$ cat config.mk
export PLATFORM = sky130hd
export DESIGN_NAME = sha256_stream_hasher
export DESIGN_NICKNAME = d
export VERILOG_FILES = /design/src/hw/rtl/shs_pkg.sv /design/src/hw/rtl/shs_sched.sv /design/src/hw/rtl/shs_round.sv /design/src/hw/rtl/sha256_stream_hasher.sv
export SDC_FILE = /design/constraint.sdc
export NUM_CORES = 2
export LEC_CHECK = 0
export BUFFER_PORTS_ARGS = -buffer_cell sky130_fd_sc_hd__buf_4
export CAP_MARGIN = 20
export CORE_UTILIZATION = 30
export CTS_CLUSTER_DIAMETER = 50
export DETAILED_ROUTE_END_ITERATION = 6
export MAX_ROUTING_LAYER = met4
export PLACE_DENSITY_LB_ADDON = 0.12
export SLEW_MARGIN = 0
export SYNTH_ARGS = -nofsm -noshare
export SYNTH_HDL_FRONTEND = slang
export SYNTH_SLANG_ARGS = --single-unit
export TNS_END_PERCENT = 5
$ cat constraint.sdc
create_clock -name clk -period 19.3 [get_ports clk]
set_input_delay 3.86 -clock clk [delete_from_list [all_inputs] [get_ports clk]]
set_output_delay 3.86 -clock clk [all_outputs]
set_load 0.005 [all_outputs]
$ cat src/hw/rtl/shs_pkg.sv
// Shared types, constants and bit functions for the SHA-256 stream hasher.
`default_nettype none

package shs_pkg;

  // Sequencer states of the hasher.
  typedef enum logic [2:0] {
    ST_IDLE,
    ST_ROUND,
    ST_ADD,
    ST_PAD,
    ST_OUT
  } state_t;

  // Eight 32-bit words: working variables a..h or hash words H0..H7, index 0 first.
  typedef logic [7:0][31:0] vars_t;

  // Control from the sequencer to the message schedule.
  typedef struct packed {
    logic       load;
    logic       step;
    logic [7:0] data;
  } sched_ctrl_t;

  localparam logic [7:0] PAD_MARKER = 8'h80;

  localparam logic [31:0] HASH_IV [8] = '{
    32'h6a09e667, 32'hbb67ae85, 32'h3c6ef372, 32'ha54ff53a,
    32'h510e527f, 32'h9b05688c, 32'h1f83d9ab, 32'h5be0cd19
  };

  localparam logic [31:0] ROUND_K [64] = '{
    32'h428a2f98, 32'h71374491, 32'hb5c0fbcf, 32'he9b5dba5,
    32'h3956c25b, 32'h59f111f1, 32'h923f82a4, 32'hab1c5ed5,
    32'hd807aa98, 32'h12835b01, 32'h243185be, 32'h550c7dc3,
    32'h72be5d74, 32'h80deb1fe, 32'h9bdc06a7, 32'hc19bf174,
    32'he49b69c1, 32'hefbe4786, 32'h0fc19dc6, 32'h240ca1cc,
    32'h2de92c6f, 32'h4a7484aa, 32'h5cb0a9dc, 32'h76f988da,
    32'h983e5152, 32'ha831c66d, 32'hb00327c8, 32'hbf597fc7,
    32'hc6e00bf3, 32'hd5a79147, 32'h06ca6351, 32'h14292967,
    32'h27b70a85, 32'h2e1b2138, 32'h4d2c6dfc, 32'h53380d13,
    32'h650a7354, 32'h766a0abb, 32'h81c2c92e, 32'h92722c85,
    32'ha2bfe8a1, 32'ha81a664b, 32'hc24b8b70, 32'hc76c51a3,
    32'hd192e819, 32'hd6990624, 32'hf40e3585, 32'h106aa070,
    32'h19a4c116, 32'h1e376c08, 32'h2748774c, 32'h34b0bcb5,
    32'h391c0cb3, 32'h4ed8aa4a, 32'h5b9cca4f, 32'h682e6ff3,
    32'h748f82ee, 32'h78a5636f, 32'h84c87814, 32'h8cc70208,
    32'h90befffa, 32'ha4506ceb, 32'hbef9a3f7, 32'hc67178f2
  };

  function automatic logic [31:0] rotr32(input logic [31:0] x, input int unsigned n);
    return (x >> n) | (x << (32 - n));
  endfunction

endpackage

`default_nettype wire

$ cat src/hw/rtl/shs_sched.sv
// Message block shift register: byte loading and rolling 16-word schedule expansion.
`default_nettype none

module shs_sched
  import shs_pkg::*;
(
  input  wire logic        clk,
  input  wire sched_ctrl_t sched_ctrl_i,
  output logic [31:0]      w_o
);

  // Word 0 (oldest) sits in the top 32 bits.
  logic [511:0] sched_r;
  logic [511:0] sched_nxt;
  logic [31:0]  w0, w1, w9, w14;
  logic [31:0]  s0, s1, w_new;

  assign w0  = sched_r[511:480];
  assign w1  = sched_r[479:448];
  assign w9  = sched_r[223:192];
  assign w14 = sched_r[63:32];

  assign s0    = rotr32(w1, 7) ^ rotr32(w1, 18) ^ (w1 >> 3);
  assign s1    = rotr32(w14, 17) ^ rotr32(w14, 19) ^ (w14 >> 10);
  assign w_new = s1 + w9 + s0 + w0;

  assign w_o = w0;

  always_comb begin
    sched_nxt = sched_r;
    if (sched_ctrl_i.load) begin
      sched_nxt = {sched_r[503:0], sched_ctrl_i.data};
    end else if (sched_ctrl_i.step) begin
      sched_nxt = {sched_r[479:0], w_new};
    end
  end

  always_ff @(posedge clk) begin
    sched_r <= sched_nxt;
  end

endmodule

`default_nettype wire

$ cat src/hw/rtl/shs_round.sv
// One SHA-256 compression round on the working variables.
`default_nettype none

module shs_round
  import shs_pkg::*;
(
  input  wire vars_t       vars_i,
  input  wire logic [31:0] w_i,
  input  wire logic [31:0] k_i,
  output vars_t            vars_o
);

  logic [31:0] a, b, c, d, e, f, g, h;
  logic [31:0] big_s0, big_s1, ch, maj, t1, t2;

  assign a = vars_i[0];
  assign b = vars_i[1];
  assign c = vars_i[2];
  assign d = vars_i[3];
  assign e = vars_i[4];
  assign f = vars_i[5];
  assign g = vars_i[6];
  assign h = vars_i[7];

  assign big_s1 = rotr32(e, 6) ^ rotr32(e, 11) ^ rotr32(e, 25);
  assign big_s0 = rotr32(a, 2) ^ rotr32(a, 13) ^ rotr32(a, 22);
  assign ch     = (e & f) ^ (~e & g);
  assign maj    = (a & b) ^ (a & c) ^ (b & c);
  assign t1     = h + big_s1 + ch + k_i + w_i;
  assign t2     = big_s0 + maj;

  always_comb begin
    vars_o[0] = t1 + t2;
    vars_o[1] = a;
    vars_o[2] = b;
    vars_o[3] = c;
    vars_o[4] = d + t1;
    vars_o[5] = e;
    vars_o[6] = f;
    vars_o[7] = g;
  end

endmodule

`default_nettype wire

$ cat src/hw/rtl/sha256_stream_hasher.sv
// Top level of the SHA-256 stream hasher: sequencer, hash state and digest output.
//
//   Channel | Direction | Ports                                          | Moves
//   in      | input     | in_valid/in_ready, has_byte, data_byte, last   | one message byte request
//   out     | output    | out_valid/out_ready, digest_word, index, last  | one digest word request
//
// The 64th byte of a block starts the rounds on the single round unit, then an add into the
// hash. A final request pads one byte per cycle up to the block end, runs one or two further
// compressions, then offers eight words, one per cycle while out_ready is high.
// Reset is synchronous; no memory clearing pass is needed.
// in_ready is low while compressing, padding or emitting; out_ready low holds the word.
`default_nettype none

module sha256_stream_hasher
  import shs_pkg::*;
(
  input  wire logic        clk,
  input  wire logic        rst_n,
  input  wire logic        in_valid,
  output logic             in_ready,
  input  wire logic        in_has_byte,
  input  wire logic [7:0]  in_data_byte,
  input  wire logic        in_last_byte,
  output logic             out_valid,
  input  wire logic        out_ready,
  output logic [31:0]      out_digest_word,
  output logic [2:0]       out_word_index,
  output logic             out_last_word
);

  state_t      state_r, state_nxt;
  logic [5:0]  round_r, round_nxt;
  logic [5:0]  fill_r, fill_nxt;
  logic [63:0] length_r, length_nxt;
  vars_t       hash_r, hash_nxt;
  vars_t       vars_r, vars_nxt;
  vars_t       round_out;
  logic        last_pend_r, last_pend_nxt;
  logic        final_r, final_nxt;
  logic        marker_done_r, marker_done_nxt;
  logic        marker_tail_r, marker_tail_nxt;
  logic [2:0]  idx_r, idx_nxt;

  logic        in_fire, out_fire;
  logic        fill_last;
  logic        in_tail;
  logic [7:0]  pad_byte;
  logic [7:0]  len_byte;
  logic [31:0] sched_w;
  sched_ctrl_t sched_ctrl;

  assign in_fire   = in_valid && in_ready;
  assign out_fire  = out_valid && out_ready;
  assign fill_last = (fill_r == 6'd63);
  assign in_tail   = (fill_r[5:3] == 3'b111);

  // Length bytes go out most significant first at buffer positions 56 to 63.
  assign len_byte = 8'(length_r >> {~fill_r[2:0], 3'b000});

  always_comb begin
    if (!marker_done_r) begin
      pad_byte = PAD_MARKER;
    end else if (in_tail && !marker_tail_r) begin
      pad_byte = len_byte;
    end else begin
      pad_byte = 8'h00;
    end
  end

  shs_sched u_sched (
    .clk          (clk),
    .sched_ctrl_i (sched_ctrl),
    .w_o          (sched_w)
  );

  shs_round u_round (
    .vars_i (vars_r),
    .w_i    (sched_w),
    .k_i    (ROUND_K[round_r]),
    .vars_o (round_out)
  );

  // Next state.
  always_comb begin
    state_nxt = state_r;
    case (state_r)
      ST_IDLE: begin
        if (in_fire) begin
          if (in_has_byte && fill_last) begin
            state_nxt = ST_ROUND;
          end else if (in_last_byte) begin
            state_nxt = ST_PAD;
          end
        end
      end
      ST_ROUND: begin
        if (round_r == 6'd63) begin
          state_nxt = ST_ADD;
        end
      end
      ST_ADD: begin
        if (final_r) begin
          state_nxt = ST_OUT;
        end else if (last_pend_r) begin
          state_nxt = ST_PAD;
        end else begin
          state_nxt = ST_IDLE;
        end
      end
      ST_PAD: begin
        if (fill_last) begin
          state_nxt = ST_ROUND;
        end
      end
      ST_OUT: begin
        if (out_ready && (idx_r == 3'd7)) begin
          state_nxt = ST_IDLE;
        end
      end
      default: state_nxt = ST_IDLE;
    endcase
  end

  // State outputs.
  always_comb begin
    in_ready        = 1'b0;
    out_valid       = 1'b0;
    sched_ctrl.load = 1'b0;
    sched_ctrl.step = 1'b0;
    sched_ctrl.data = in_data_byte;
    case (state_r)
      ST_IDLE: begin
        in_ready        = 1'b1;
        sched_ctrl.load = in_valid && in_has_byte;
      end
      ST_ROUND: begin
        sched_ctrl.step = 1'b1;
      end
      ST_PAD: begin
        sched_ctrl.load = 1'b1;
        sched_ctrl.data = pad_byte;
      end
      ST_OUT: begin
        out_valid = 1'b1;
      end
      default: begin
        in_ready = 1'b0;
      end
    endcase
  end

  assign out_digest_word = hash_r[idx_r];
  assign out_word_index  = idx_r;
  assign out_last_word   = (idx_r == 3'd7);

  // Datapath and flag updates.
  always_comb begin
    round_nxt       = round_r;
    fill_nxt        = fill_r;
    length_nxt      = length_r;
    hash_nxt        = hash_r;
    vars_nxt        = vars_r;
    last_pend_nxt   = last_pend_r;
    final_nxt       = final_r;
    marker_done_nxt = marker_done_r;
    marker_tail_nxt = marker_tail_r;
    idx_nxt         = idx_r;
    case (state_r)
      ST_IDLE: begin
        if (in_fire) begin
          last_pend_nxt = in_last_byte;
          if (in_has_byte) begin
            fill_nxt   = fill_r + 6'd1;
            length_nxt = length_r + 64'd8;
            if (fill_last) begin
              vars_nxt  = hash_r;
              final_nxt = 1'b0;
            end
          end
        end
      end
      ST_ROUND: begin
        vars_nxt  = round_out;
        round_nxt = round_r + 6'd1;
      end
      ST_ADD: begin
        for (int j = 0; j < 8; j++) begin
          hash_nxt[j] = hash_r[j] + vars_r[j];
        end
      end
      ST_PAD: begin
        fill_nxt        = fill_r + 6'd1;
        marker_done_nxt = 1'b1;
        if (!marker_done_r) begin
          marker_tail_nxt = in_tail;
        end
        if (fill_last) begin
          // The length lands in this block only if the marker was placed early enough.
          vars_nxt        = hash_r;
          final_nxt       = marker_done_r && !marker_tail_r;
          marker_tail_nxt = 1'b0;
        end
      end
      ST_OUT: begin
        if (out_ready) begin
          idx_nxt = idx_r + 3'd1;
          if (idx_r == 3'd7) begin
            for (int j = 0; j < 8; j++) begin
              hash_nxt[j] = HASH_IV[j];
            end
            length_nxt      = 64'd0;
            fill_nxt        = 6'd0;
            last_pend_nxt   = 1'b0;
            final_nxt       = 1'b0;
            marker_done_nxt = 1'b0;
            marker_tail_nxt = 1'b0;
          end
        end
      end
      default: begin
        round_nxt = round_r;
      end
    endcase
  end

  always_ff @(posedge clk) begin
    if (!rst_n) begin
      state_r       <= ST_IDLE;
      round_r       <= 6'd0;
      fill_r        <= 6'd0;
      length_r      <= 64'd0;
      last_pend_r   <= 1'b0;
      final_r       <= 1'b0;
      marker_done_r <= 1'b0;
      marker_tail_r <= 1'b0;
      idx_r         <= 3'd0;
      for (int j = 0; j < 8; j++) begin
        hash_r[j] <= HASH_IV[j];
      end
    end else begin
      state_r       <= state_nxt;
      round_r       <= round_nxt;
      fill_r        <= fill_nxt;
      length_r      <= length_nxt;
      last_pend_r   <= last_pend_nxt;
      final_r       <= final_nxt;
      marker_done_r <= marker_done_nxt;
      marker_tail_r <= marker_tail_nxt;
      idx_r         <= idx_nxt;
      hash_r        <= hash_nxt;
    end
  end

  always_ff @(posedge clk) begin
    vars_r <= vars_nxt;
  end

`ifndef NO_ASSERTIONS
  a_no_overlap: assert property (@(posedge clk) disable iff (!rst_n)
    !(in_ready && out_valid))
    else $error("input and output channels active together");

  a_last_word_idle: assert property (@(posedge clk) disable iff (!rst_n)
    out_fire && out_last_word |=> in_ready && !out_valid)
    else $error("hasher not idle after final digest word");

  a_rounds_end: assert property (@(posedge clk) disable iff (!rst_n)
    (state_r == ST_ROUND) && (round_r == 6'd63) |=> (state_r == ST_ADD) && (round_r == 6'd0))
    else $error("round sequence did not end in the hash update");

  a_final_busy: assert property (@(posedge clk) disable iff (!rst_n)
    in_fire && in_last_byte |=> !in_ready)
    else $error("input accepted while a digest is pending");

  a_digest_start: assert property (@(posedge clk) disable iff (!rst_n)
    $rose(out_valid) |-> (out_word_index == 3'd0) && $past(state_r == ST_ADD))
    else $error("digest output did not start at word zero after compression");
`endif

endmodule

`default_nettype wire

* Word-level counts from Yosys, hierarchy flattened
Memories as Yosys holds them, arrays and structs flattened.
Index checks and enable logic that the tools add are counted.
** Cells by class
- Eq/ne operators :: 18
- Order comparisons :: 2
- Bitwise gates (word level) :: 29
- Muxes and demuxes :: 52
- Reduce and logical (&&, ||, !) cells :: 24
- Shifts and indexed selects :: 1
- Add/sub/neg operators :: 22
** Operators by type and width (number)
- $mux W256 :: 5
- $mux W512 :: 2
- $pmux W256 S3 :: 1
- $add A32 B32 Y32 :: 18
- $pmux W256 S2 :: 1
- $xor A32 B32 Y32 :: 9
- $mux W64 :: 4
- $and A32 B32 Y32 :: 5
- $pmux W64 S2 :: 1
- $bmux W32 S3 :: 1
- $mux W32 :: 3
- $add A64 B4 Y64 const B :: 1
- $shr A64 B6 Y8 :: 1
- $not A32 Y32 :: 1
- $or A10 B32 Y32 :: 1
- $or A13 B32 Y32 :: 1
- $or A14 B32 Y32 :: 1
- $or A15 B32 Y32 :: 1
- $or A19 B32 Y32 :: 1
- $or A21 B32 Y32 :: 1
- $or A25 B32 Y32 :: 1
- $or A26 B32 Y32 :: 1
- $or A30 B32 Y32 :: 1
- $or A7 B32 Y32 :: 1
- 33 further kinds :: 85
** Word-level totals
- ROM bits :: 2048
- Bits in registers :: 1110
- Output and inout bits :: 38
- Memories :: 1
** Memories
- (no name shown) :: words 64, bits a word 32, read ports 1, clocked after Yosys merged registers in 0, wr ports 0, RTL line sha256_stream_hasher.sv:79 : .k_i (ROUND_K[round_r]),

* Logic depth before layout (Yosys ltp)
- Depth after elaboration :: 9
- Mapped depth :: 38
- Gate-level depth less buffers :: 37

* Hierarchy
Synthesis repeated with hierarchy kept, for this count alone.
** Unflattened totals
- Cells, all modules :: 7369
- Area total of the unflattened synthesis :: 77088.9 µm²
** Modules (own cells, without submodules)
- sha256_stream_hasher :: sequential area each 14473.9 µm², instances 1, area each 40010.9 µm², cells an instance 4268
- shs_sched :: sequential area each 15374.7 µm², instances 1, area each 25999.9 µm², cells an instance 1725
- shs_round :: sequential area each 0.0 µm², instances 1, area each 11078.1 µm², cells an instance 1376

* Worst setup path before layout
OpenSTA, ideal clock, no wires.
- Kind :: input -> register
- Start :: in in_valid
- End :: reg u_sched.sched_r[0] (enable)
- Data required time :: 18.328 ns
- Slack :: 2.411 ns
- Arrival time :: 15.917 ns
- Stages on the path :: 3
- Setup time :: 0.972 ns
- Path buffers :: 0
- Cell sequence :: nor4b_4 -> nand2_1 -> nand2b_1
** Between the ends
- Longest elaborated chain between the ends :: 3
** Ends and longest elaborated chain
- from (decl) :: RTL line sha256_stream_hasher.sv:19 : input wire logic in_valid,
- $logic_and A1 B1 Y1 :: RTL line sha256_stream_hasher.sv:134 : sched_ctrl.load = in_valid && in_has_byte;
- $pmux W1 S2 :: RTL line sha256_stream_hasher.sv:131 : case (state_r)
- $reduce_bool A2 Y1 (no source line)
- to (signal assigned) :: RTL line shs_sched.sv:39 : sched_r <= sched_nxt;
- to (decl) :: RTL line shs_sched.sv:13 : logic [511:0] sched_r;
Every way passes these cells.
A chain may end at the register's enable or synchronous reset.

==> key figures <==
Outcome
  • Status: complete, no violations

Placed design
  • I/O Buffers: 51
  • Post-detail-place hpwl: 205,000 µm
  • Post-placement cell count: 11,400
  • GPL Wtd Cong: approximately 0.93

Clock tree
  • Clock Path Buffers: 3
  • Clock Pin Slew Worst Setup and Hold Paths: 0.05 ns
  • Clk Latency, worst-skew pair: ~0.85 ns
  • Post-CTS Setup Inserts: 0
  • CTS root buffer: clkbuf_16
  • Clock net sink count: approximately 1,100
  • CTS tree: done
  • Hold bufs inserted after CTS: 0
  • H-tree levels: 4
  • Cts repair resizes: 0
  • CTS Buf Count: 187

Logic synthesis
  • Synthesized Nets: roughly 9,000
  • Yosys reg bits: around 1,100
  • Synth unique cells: 85
  • Ranking of synthesized cells by area: edfxtp_1 31%, nand2_1 12%, dfxtp_1 9.1%
  • Synth area leader: edfxtp_1
  • Syn_area_per_cell: slightly below 9 µm²
  • Post-synth ARST share: 0%
  • Post-synth EDFFs: between 700 and 800
  • Synthesis Warnings: 0
  • Synth top area share: a little under a third
  • Synth Instances: ~8,400
  • Ys flop type: edfxtp_1
  • Post-Syn Area: 74,500 µm²
  • Seq/Total Area, Yosys: 40.1%

Setup path
  • Reg-to-Reg Start: round_r[1]
  • CP Class: register to register
  • Crit end category: register
  • Max incr delay on CP: around 0.86 ns
  • FF-to-FF End: vars_r[31]
  • CP Max Fanout: 26
  • WP data required: 19.77 ns
  • Max stage delay cell, worst path: ha_1
  • CP most frequent cell: a21oi_1
  • WP data arrival: ~10 ns
  • Crit path launch type: register
  • FF-to-FF path depth: 35
  • Reg2Reg Setup Slack: 9.44 ns

Floorplanning
  • Core area: 246,000 µm²
  • Die area: between 200,000 and 300,000 µm²
  • Die Wd: 500 µm
  • Initial Util: between 30 and 40%
  • Die height: around 500 µm
  • I/O Pins: 52
  • Row Count: between 150 and 200

Timing
  • Worst slew margin: about a fifth
  • Period utilization: 51.1%
  • Setup TNS: 0 ns
  • Hold Fails Final Rpt: 0
  • Max Slew Vio Count: 0
  • Final Setup Violations: 0
  • F_max: ~100 MHz
  • Final Skew: roughly 0.10 ns
  • Final Critical Period: slightly below 10 ns
  • Unrepaired setup endpoints after global routing: false
  • Worst-Margin Slew: between 1 and 1.5 ns

Finish
  • Share of post-route cells with drive strength above 1: under 10%
  • Final core occ: approximately 34%
  • NumNets Final: 8,873
  • Non-filler instance count after layout: roughly 12,000
  • Layout Area Growth over Synthesis: 13.8%

Global routing
  • Initial antenna violation count: 6
  • Grt ovf: 0
  • GRT Util Overall: between 20 and 25%
  • Vias in the first global route: between 50,000 and 60,000
  • Largest net degree at the start of global routing: 199
  • First-pass GRT wire length: approximately 410,000 µm

Drt
  • Max Used Layer: met4
  • Routed wire length: roughly 280,000 µm
  • Met2 Wirelength: around 120,000 µm
  • Final ANT Viol Nets: 0
  • # DRC: 0
  • Wirelength per Cell: between 20 and 25 µm
  • DRT Pass-1 Iters: 5
  • Iter 0 DRT Violations: ~5,200
  • Met3 wire length: approximately 13,000 µm
  • Wl on met1: 136,000 µm
  • Vias/cell: around 5.2
  • Via count: 60,900

Worst hold path
  • Hold path start: last_pend_r
  • Hold crit path type: register to register
  • Min-Delay Path Depth: 2
  • Hold EP: last_pend_r

Run
  • Max_cap viols: 0
==> area by class of cell <==
| class | count | area [µm²] |
|---|---|---|
| Fill cell | 25700 | 162000 |
| Multi-Input combinational cell | 6441 | 41500 |
| Sequential cell | 1107 | 29900 |
| Clock buffer | 225 | 4930 |
| Tap cell | 3312 | 4140 |
| Clock inverter | 130 | 1720 |
| Inverter | 391 | 1470 |
| Timing Repair Buffer | 135 | 1100 |
| Antenna cell | 4 | 10.0 |
==> cell families after synthesis <==
group           count (synthesis)  synth area share (%)
compound gates               1655                  13.7
xor+xnor                      618                  7.27
fa+ha+maj                     600                  12.0
buf+inv                       863                  4.37
flops                        1107                  40.1
mux                           168                  3.74
simple gates                 3400                  18.8
==> Yosys cell counts (all sizes together), types with 41 or more instances <==
| master | n |
|---|---|
| mux2 | 43 |
| mux2i | 41 |
| a211oi | 54 |
| and3 | 44 |
| xnor2 | 382 |
| ha | 401 |
| buf | 42 |
| mux4 | 84 |
| xor2 | 236 |
| clkbuf | 430 |
| dfxtp | 339 |
| a21o | 181 |
| nor2b | 49 |
| o22ai | 55 |
| nand2b | 68 |
| o211ai | 41 |
| nor2 | 425 |
| o21ai | 466 |
| nand2 | 2422 |
| fa | 195 |
| edfxtp | 768 |
| nor3 | 103 |
| or3 | 44 |
| inv | 386 |
| o21a | 70 |
| o21bai | 43 |
| a21oi | 454 |
| nand3 | 127 |
| a31oi | 56 |
==> metrics by stage <==
step           cell area [µm²]  hold slack, ns  setup WS, ns
6_report                 84700           0.462          9.44
3_5_place_dp             78100           0.461          9.64
3_3_place_gp             78000           0.457          9.68
2_1_floorplan            74500           0.437          2.41
4_1_cts                  84700           0.468          9.52
5_1_grt                  84700           0.503          8.72
==> worst max-delay path by stage <==
stage / from / cells past startpoint / end / slack, ns
after floorplan: in_valid / 3 / u_sched.sched_r[0] / 2.41
after global placement: round_r[1] / 35 / vars_r[31] / 9.68
after detailed placement: round_r[1] / 35 / vars_r[31] / 9.64
after CTS: round_r[1] / 35 / vars_r[31] / 9.52
after global routing: round_r[1] / 35 / vars_r[31] / 8.72
final: round_r[1] / 35 / vars_r[31] / 9.44
==> worst max-delay path, delay by kind of cell, from the launching register on <==
kind | cells | cell delay (ns)
AO/OA/AOI/OAI | 18 | 3.72
flip-flops | 1 | 0.30
adder cells (fa/ha/maj) | 6 | 2.98
XOR/XNOR | 2 | 0.37
buffers and inverters | 5 | 0.94
AND/OR/NAND/NOR | 4 | 1.15
==> layer usage <==
layer	global-route usage [%]	vias to the layer above
met5	-	-
met4	5.28	0
met3	2.71	331
met2	33.9	1563
met1	32.2	30300
li1	-	28700
==> cells in the final DEF (no fill, tap or decap), drive strengths merged, types with 23 or more instances in the layout <==
cell type and n:
bufinv 25, xor2 236, nand3 127, nor3 103, o22ai 55, mux2i 41, nor2 425, dfxtp 339
o21a 70, or3 44, a21oi 454, and3 44, clkinv 64, a211oi 54, mux2 43, mux4 84
ha 401, xnor2 382, nand4 29, a22oi 30, o21ai 466, nand2b 68, fa 195, o31ai 38
nor2b 49, a31oi 56, inv 409, o211ai 41, clkbuf 225, a21o 181, clkinvlp 23, buf 135
nand2 2422, edfxtp 768, o21bai 43
==> state kept, by name, summed over array words and instances (netlist names) <==
signal,count
marker_tail_r,1
u_sched.sched_r,512
vars_r,256
out_word_index,3
hash_r,256
last_pend_r,1
final_r,1
marker_done_r,1
fill_r,6
length_r,61
round_r,6
state_r,3
Power is left out: the tool's default activity adds up to more than one toggle a clock period on the data nets, which glitch-free logic cannot reach.
